## src/sv/tdpt_pkg.sv

```systemverilog
`default_nettype none
// ----------------------------------------------------------------------------
// tdpt_pkg
// shared constants and types for the trial-division prime test
// ----------------------------------------------------------------------------
package tdpt_pkg;

	// default data width of the tested value
	localparam int TDPT_WIDTH = 32;

	// sequencer states
	typedef enum logic [1:0] {
		ST_IDLE,
		ST_DIV,
		ST_WAIT,
		ST_FINISH
	} tdpt_state_t;

endpackage : tdpt_pkg
`default_nettype wire

```

## src/sv/tdpt_div.sv

```systemverilog
`default_nettype none
// ----------------------------------------------------------------------------
// tdpt_div
// radix-2 restoring divider, one quotient bit per cycle
// ----------------------------------------------------------------------------
module tdpt_div #(
	parameter int WIDTH = tdpt_pkg::TDPT_WIDTH
) (
	input  logic             clk,
	input  logic             arst_n,
	input  logic             start,
	input  logic [WIDTH-1:0] dividend,
	input  logic [WIDTH-1:0] divisor,
	output logic             done,
	output logic [WIDTH-1:0] quotient,
	output logic [WIDTH-1:0] remainder
);
	import tdpt_pkg::*;

	localparam int CW = $clog2(WIDTH + 1);

	logic [CW-1:0]    cnt_q;
	logic             done_q;
	logic [WIDTH-1:0] quo_q;
	logic [WIDTH-1:0] rem_q;
	logic [WIDTH-1:0] dvs_q;

	logic [WIDTH:0]   rem_shift;
	logic [WIDTH:0]   rem_sub;
	logic             ge;

	// shift in next dividend bit, trial subtract
	assign rem_shift = {rem_q, quo_q[WIDTH-1]};
	assign ge        = rem_shift >= {1'b0, dvs_q};
	assign rem_sub   = rem_shift - {1'b0, dvs_q};

	always_ff @(posedge clk or negedge arst_n) begin
		if (!arst_n) begin
			cnt_q  <= '0;
			done_q <= 1'b0;
		end else begin
			done_q <= 1'b0;
			if (start) begin
				cnt_q <= CW'(WIDTH);
			end else if (cnt_q != '0) begin
				cnt_q <= cnt_q - CW'(1);
				if (cnt_q == CW'(1)) begin
					done_q <= 1'b1;
				end
			end
		end
	end

	always_ff @(posedge clk) begin
		if (start) begin
			quo_q <= dividend;
			rem_q <= '0;
			dvs_q <= divisor;
		end else if (cnt_q != '0) begin
			quo_q <= {quo_q[WIDTH-2:0], ge};
			rem_q <= ge ? rem_sub[WIDTH-1:0] : rem_shift[WIDTH-1:0];
		end
	end

	assign done      = done_q;
	assign quotient  = quo_q;
	assign remainder = rem_q;

endmodule : tdpt_div
`default_nettype wire

```

## config.mk

```make
export PLATFORM = sky130hd
export DESIGN_NAME = tdpt_div
export DESIGN_NICKNAME = d
export VERILOG_FILES = /design/src/sv/tdpt_pkg.sv /design/src/sv/tdpt_div.sv
export SDC_FILE = /design/constraint.sdc
export NUM_CORES = 1
export LEC_CHECK = 0
export ABC_AREA = 1
export BUFFER_PORTS_ARGS = -buffer_cell sky130_fd_sc_hd__clkbuf_2
export CAP_MARGIN = 20
export CORE_ASPECT_RATIO = 1.25
export CORE_MARGIN = 4
export CORE_UTILIZATION = 40
export CTS_CLUSTER_DIAMETER = 80
export DETAILED_ROUTE_END_ITERATION = 8
export PLACE_DENSITY = 0.71
export SLEW_MARGIN = 30
export SYNTH_ARGS = -nofsm -noshare
export SYNTH_HDL_FRONTEND = slang
export SYNTH_SLANG_ARGS = --single-unit
```

## constraint.sdc

```tcl
create_clock -name clk -period 2.32 [get_ports clk]
set_input_delay 0.348 -clock clk [delete_from_list [all_inputs] [get_ports clk]]
set_output_delay 0.348 -clock clk [all_outputs]
set_load 0.02 [all_outputs]
```

==> results of run 1 <==
what timing repair did:
item	in CTS	in global routing
resized for setup	1	29
endpoints found under the setup margin	2	19
hold endpoints to repair	7	0
cloned	0	1
hold buffers	1	0
setup buffers	0	2
pin swaps	0	2
kinds of logic (layout without fill, tap and decap cells):
family,Yosys count,count (layout),synth area share [%]
buffers and inverters,215,365,12.3
AND/OR/NAND/NOR,588,588,36.5
AO/OA/AOI/OAI,43,43,3.41
adder cells (fa/ha/maj),35,35,6.40
XOR/XNOR,16,16,2.01
flip-flops,103,103,39.3
synthesized netlist by cell type (7+ instances only):
cell / instances
dfrtp_1: 7
nand3_1: 76
o21ai_1: 12
dfxtp_1: 32
clkinv_1: 7
a21oi_1: 19
inv_2: 7
inv_1: 179
edfxtp_1: 64
nor2_1: 40
xnor2_1: 15
nand4_1: 12
nand2_2: 15
nand3b_1: 14
ha_1: 34
clkbuf_1: 9
nand2_1: 408
buf_2: 7
routing by layer:
metal | wire length, um | track usage, % | share of wire, %
met5 | 0 | 0 | 0
met4 | 460 | 6.64 | 2.4
met3 | 965 | 3.91 | 5.0
met2 | 9490 | 34.5 | 49
met1 | 8490 | 25.1 | 44
worst paths after layout:
kind                                     from            end  slack (ns)  cells after the start
worst max-delay path                dvs_q[22]  remainder[15]        0.15                     13
worst min-delay path              divisor[20]      dvs_q[20]        0.16                      1
worst max register to register      dvs_q[22]  remainder[15]        0.15                     13
worst min register to register  remainder[14]  remainder[14]        0.48                      2
max in group asynchronous              arst_n       cnt_q[0]        1.82                      2
min in group asynchronous              arst_n       cnt_q[2]        0.34                      2
state kept, by name, summed over array words and instances, names as in the netlist:
name / cells
dvs_q: 32
remainder: 32
quotient: 32
cnt_q: 6
done: 1
layout make-up:
| class | count | area, um2 |
|---|---|---|
| multi-input cells | 682 | 3440 |
| flip-flops and latches | 103 | 2740 |
| repair buffers | 156 | 895 |
| clock inverters | 7 | 62.6 |
| clock buffers | 9 | 225 |
| well taps | 220 | 275 |
| fillers | 1809 | 8610 |
| inverters | 193 | 724 |
worst max-delay path, cell delays in order, from the launching register on:
cell and delay (ns):
edfxtp_1 0.37, inv_1 0.07, ha_1 0.29, nand2_1 0.22, nor2_1 0.09, nand2_1 0.08, nand2_1 0.06, nand2_1 0.07
nand2_2 0.09, nor2_8 0.24, buf_4 0.22, nand3b_1 0.09, nand3_1 0.11, nand2_1 0.06
power groups by stage:
stage	Sequential, mW	Clock, mW	Combinational, mW
after global routing	2.91	1.62	7.05
after detailed placement	2.86	0	6.01
after floorplan	3.27	0	4.01
after CTS	2.83	1.54	6.04
final	2.84	1.51	6.28
after global placement	2.85	0	5.95
==> metrics.md, run 1 <==
| Metric | Value |
|---|---|
| Clock power share | `14.2%` |
| TritonCTS clock tree | `yes` |
| Number of synthesized flops with an enable pin | `64` |
| GRT Residual Overflow | `0` |
| Post-Layout Inst Area | `8360 um2` |
| Iteration-0 DRC Markers | `339` |
| Mapped Area | `6960 um2` |
| Status | `complete, no violations` |
| Yosys warns | `0` |
| Post-DP HPWL | `between 15000 and 20000 um` |
| CP max FO | `8` |
| Register bit total from synthesis | `103` |
| Routability cong. | `between 0.9 and 1` |
| # IOs | `132` |
| Layout cells sized above 1 | `20.3%` |
| Clk root buf | `clkbuf_16` |
| Final Util | `between 40% and 50%` |
| Max_slew headroom | `62.6%` |
| Power Total | `10.6 mW` |
| DP Area | `7930 um2` |
| Die area | `between 15000 and 20000 um2` |
| Syn Area/Cell | `between 6 and 7 um2` |
| Total of max-cap violations | `0` |
| Yosys cell types | `39` |
| Syn_nets | `approximately 1100` |
| Commonest non-fill, non-tap cell in the layout | `nand2_1` |
| Via count | `6415` |
| TritonCTS buffer count | `9` |
| Area leader, netlist | `edfxtp_1` |
| Worst Setup Path Type | `flop to flop` |
| Post-route ant nets | `0` |
| Worst Skew | `around 0.009 ns` |
| P_int | `5.56 mW` |
| Worst Hold Class | `primary input to flop` |
| Final Hold Violating Endpoints | `0` |
| Slew of the pin with the lowest slew margin | `0.561 ns` |
| Setup crit start kind | `flop` |
| Skew-Pair Late Insertion Delay | `0.36 ns` |
| Required time of the critical path | `approximately 2.6 ns` |
| Post-route insts no fill | `1370` |
| Largest net degree at the start of global routing | `46` |
| Synth Flop Type | `edfxtp_1` |
| Total wire length | `19400 um` |
| TNS Setup | `0 ns` |
| F_max | `461 MHz` |
| Sw Pwr | `between 5 and 6 mW` |
| Most frequent cells in the layout | `nand2_1, inv_1, clkbuf_2, nand3_1, edfxtp_1` |
| Clock transition at path regs | `0.08 ns` |
| Fin nets | `around 1200` |
| CP endpoint kind | `flop` |
| Setup-failing EPs final | `0` |
| Yosys top cell area share | `between 20% and 30%` |
| Post-synth ARST share | `under 10%` |
| Placed insts | `1350` |
| Layout area overhead | `20.1%` |
| Place WS | `-0.0118 ns` |
| Synthesized instance count | `1000` |
| Row count | `53` |
| Critical Path AT | `2.42 ns` |
| Slew Limit Fails | `0` |
| Leading post-synthesis cells by cell area | `edfxtp_1, nand2_1, inv_1` |
| First-pass GRT wire length | `31600 um` |
| Leak | `4.59 nW` |
| Die span in x | `~130 um` |
| Htree depth | `3` |
| Final critical-path required period | `2.17 ns` |
| Power Density | `~1300 nW/um2` |
| Vias per cell | `4.68` |
| Clk buf depth | `2` |
| TritonRoute pass-1 iters | `4` |
| Wire length per cell | `approximately 14 um` |
| Switch share | `47.7%` |
| Final WS setup | `approximately 0.15 ns` |
| DIE HEIGHT | `155 um` |
| Fin Hold WS | `0.157 ns` |
| # diodes | `0` |
| Total GRT Usage | `20.0%` |
| Comb pwr share | `59.1%` |
| Maximum VDD drop | `0.500 mV` |
| Post-synthesis sequential area ratio | `around 39%` |
| Initial antenna violation count | `0` |
| Starting Density | `41.0%` |
| # DRC | `0` |
| Power share of the sequential group | `26.7%` |
| Fin crit share | `between 90% and 100%` |
| Vias in the first global route | `6307` |
| Core ar. | `17000 um2` |
| Port Buffers | `131` |
| RSZ-0062 raised after global routing | `true` |
| Clock sink count | `around 100` |
Power figures use the tool's default switching activity.
==> run 2: changes to the inputs <==
- REMOVE_ABC_BUFFERS: default -> 1
==> run 2 against run 1 <==
Effect of this change:
- first-iteration DRC count shrank 5.0%
- clock-buffer cell count increased by 2
- clock skew hardly changed
- via count rose by 2.6%
- core utilization up 0.65 points
- flip-flop and latch count did not move
- critical path depth increased by 1
- sequential power is essentially flat
- non-clock buffer count increased by 15
- cell count grew 1.1%
- die area is the same
- power up 2.4%
- critical endpoint is now remainder[23]
- largest cell class unchanged
==> metrics.md, run 2 (same netlist as run 1, synthesis figures left out) <==
| Metric | Value |
|---|---|
| Status | `complete, no violations` |
| Total of max-cap violations | `0 (unchanged)` |
| CP endpoint kind | `flop` |
| Initial antenna violation count | `0 (unchanged)` |
| # diodes | `0 (unchanged)` |
| Max_slew headroom | `71.8% (+9.2 points)` |
| Starting Density | `41.0% (unchanged)` |
| Reg-to-reg critical path startpoint | `dvs_q[22]` |
| Via count | `6582 (+2.6%)` |
| Global-route met2 utilization | `35.3% (+0.76 points)` |
| Slew of the pin with the lowest slew margin | `0.424 ns (-0.138 ns)` |
| GRT busiest layer | `met2` |
| Clk buf depth | `2 (unchanged)` |
| Htree depth | `3 (unchanged)` |
| Met3 Usage GRT | `3.91% (unchanged)` |
| Maximum VDD drop | `0.497 mV (-0.60%)` |
| TritonCTS buffer count | `9 (unchanged)` |
| Iteration-0 DRC Markers | `322 (-5.0%)` |
| Post-DP HPWL | `15500 um (about the same)` |
| Placed insts | `1366 (+1.2%)` |
| Layout cells sized above 1 | `20.6% (+0.25 points)` |
| Fin nets | `1262 (+1.2%)` |
| DIE HEIGHT | `155 um (unchanged)` |
| First-pass GRT wire length | `31200 um (-1.4%)` |
| Final Hold Violating Endpoints | `0 (unchanged)` |
| # DRC | `0 (unchanged)` |
| Worst Setup Path Type | `flop to flop` |
| Layout area overhead | `21.7%` |
| Place WS | `0.0507 ns (+0.0625 ns)` |
| Crit. Startpoint | `dvs_q[22]` |
| Vias per cell | `4.75 (+1.5%)` |
| Setup crit start kind | `flop` |
| Worst Skew | `0.00860 ns (-0.000388 ns)` |
| Skew-Pair Late Insertion Delay | `0.35 ns (about the same)` |
| Fin crit share | `92.9% (-0.63 points)` |
| Die area | `19600 um2 (unchanged)` |
| Required time of the critical path | `2.57 ns (about the same)` |
| Leak | `4.69 nW (+2.0%)` |
| Final WS setup | `0.164 ns (+0.0145 ns)` |
| Hold Startpoint | `divisor[27]` |
| Power Density | `1280 nW/um2 (+1.1%)` |
| GRT Residual Overflow | `0 (unchanged)` |
| Core ar. | `17000 um2 (unchanged)` |
| Fin Hold WS | `0.165 ns (+0.00815 ns)` |
| # IOs | `132 (unchanged)` |
| F_max | `464 MHz (+0.67%)` |
| RSZ-0062 raised after global routing | `false` |
| Final critical-path required period | `2.16 ns (-0.0145 ns)` |
| Clk root buf | `clkbuf_16` |
| Global routing met1 resource utilization | `23.6% (-1.5 points)` |
| Wire length per cell | `14.0 um (-0.94%)` |
| Clock transition at path regs | `0.07 ns (about the same)` |
| TritonRoute pass-1 iters | `5 (+1)` |
| Clock sink count | `103 (unchanged)` |
| Total GRT Usage | `19.8% (-0.16 points)` |
| Vias in the first global route | `6382 (+1.2%)` |
| Post-route insts no fill | `1385 (+1.1%)` |
| Commonest non-fill, non-tap cell in the layout | `nand2_1` |
| CP max FO | `6 (-2)` |
| Port Buffers | `131 (unchanged)` |
| Post-route ant nets | `0 (unchanged)` |
| Die span in x | `126 um (unchanged)` |
| Largest net degree at the start of global routing | `55 (+20%)` |
| Setup-failing EPs final | `0 (unchanged)` |
| Total wire length | `19400 um (+0.15%)` |
| Routability cong. | `0.983 (+2.7%)` |
| Critical Path AT | `2.41 ns (about the same)` |
| Slew Limit Fails | `0 (unchanged)` |
| TritonCTS clock tree | `yes` |
| Row count | `53 (unchanged)` |
| Most frequent cells in the layout | `nand2_1, inv_1, clkbuf_2, nand3_1, edfxtp_1` |
| Worst Hold Class | `primary input to flop` |
-- run 2: cell types whose count changed in the layout (fill, tap and decap cells not counted), moves of 3 or more --
cell / delta
ha_1: +5
buf_12: +5
ha_2: -3
buf_4: +11
-- run 2: what timing repair did --
| item | 4_1_cts | 5_1_grt |
|---|---|---|
| setup buffers | 0 | 2 |
| resized for setup | 0 | 19 |
| endpoints found under the setup margin | 0 | 31 |
| hold buffers | 1 | 0 |
| hold endpoints to repair | 7 | 0 |
-- run 2: per-layer routing --
metal	up-vias	wire, um
li1	3398	-
met1	2975	8050
met4	0	539
met5	-	0
met3	35	1060
met2	174	9780
-- run 2: final timing paths --
path | to | slack (ns) | cells past startpoint
hold reg to reg | remainder[23] | 0.48 | 2
hold / removal | dvs_q[27] | 0.17 | 1
min in group asynchronous | cnt_q[1] | 0.36 | 2
setup / recovery | remainder[23] | 0.16 | 14
max in group asynchronous | cnt_q[5] | 1.79 | 2
setup reg to reg | remainder[23] | 0.16 | 14
-- run 2: area by class of cell --
cell class                 count  area (um2)
multi-input combinational    682        3410
timing repair buffer         171        1040
tap                          220         275
fill                        1783        8500
sequential                   103        2740
inverter                     193         724
clock buffer                  11         243
clock inverter                 5        41.3
-- run 2: critical path, stage by stage, from the launching register on --
cell and delay, ns:
edfxtp_1 0.33, inv_1 0.04, ha_1 0.38, nand2_1 0.11, buf_4 0.16, nor2_1 0.26
nand2_1 0.17, nor2_1 0.12, nand2_1 0.10, nand3_1 0.10, nand2_1 0.05, nand2_1 0.06
nand2_1 0.06, nand3_1 0.06, nand2_1 0.04
-- run 2: where the power goes --
part	internal (mW)	switching (mW)
combinational	2.50	4.06
sequential	2.47	0.362
clock	0.771	0.719
total	5.75	5.14
-- run 2: metrics by stage --
stage	utilization, %	TNS, ns	power [mW]	instance area (um2)
floorplan	-	-20.92	7.09	6830
global placement	47.7	0	9.20	8100
detailed placement	47.7	0	9.26	8100
CTS	49.4	0	10.8	8390
global route	49.9	0	11.8	8470
finish	49.9	0	10.9	8470
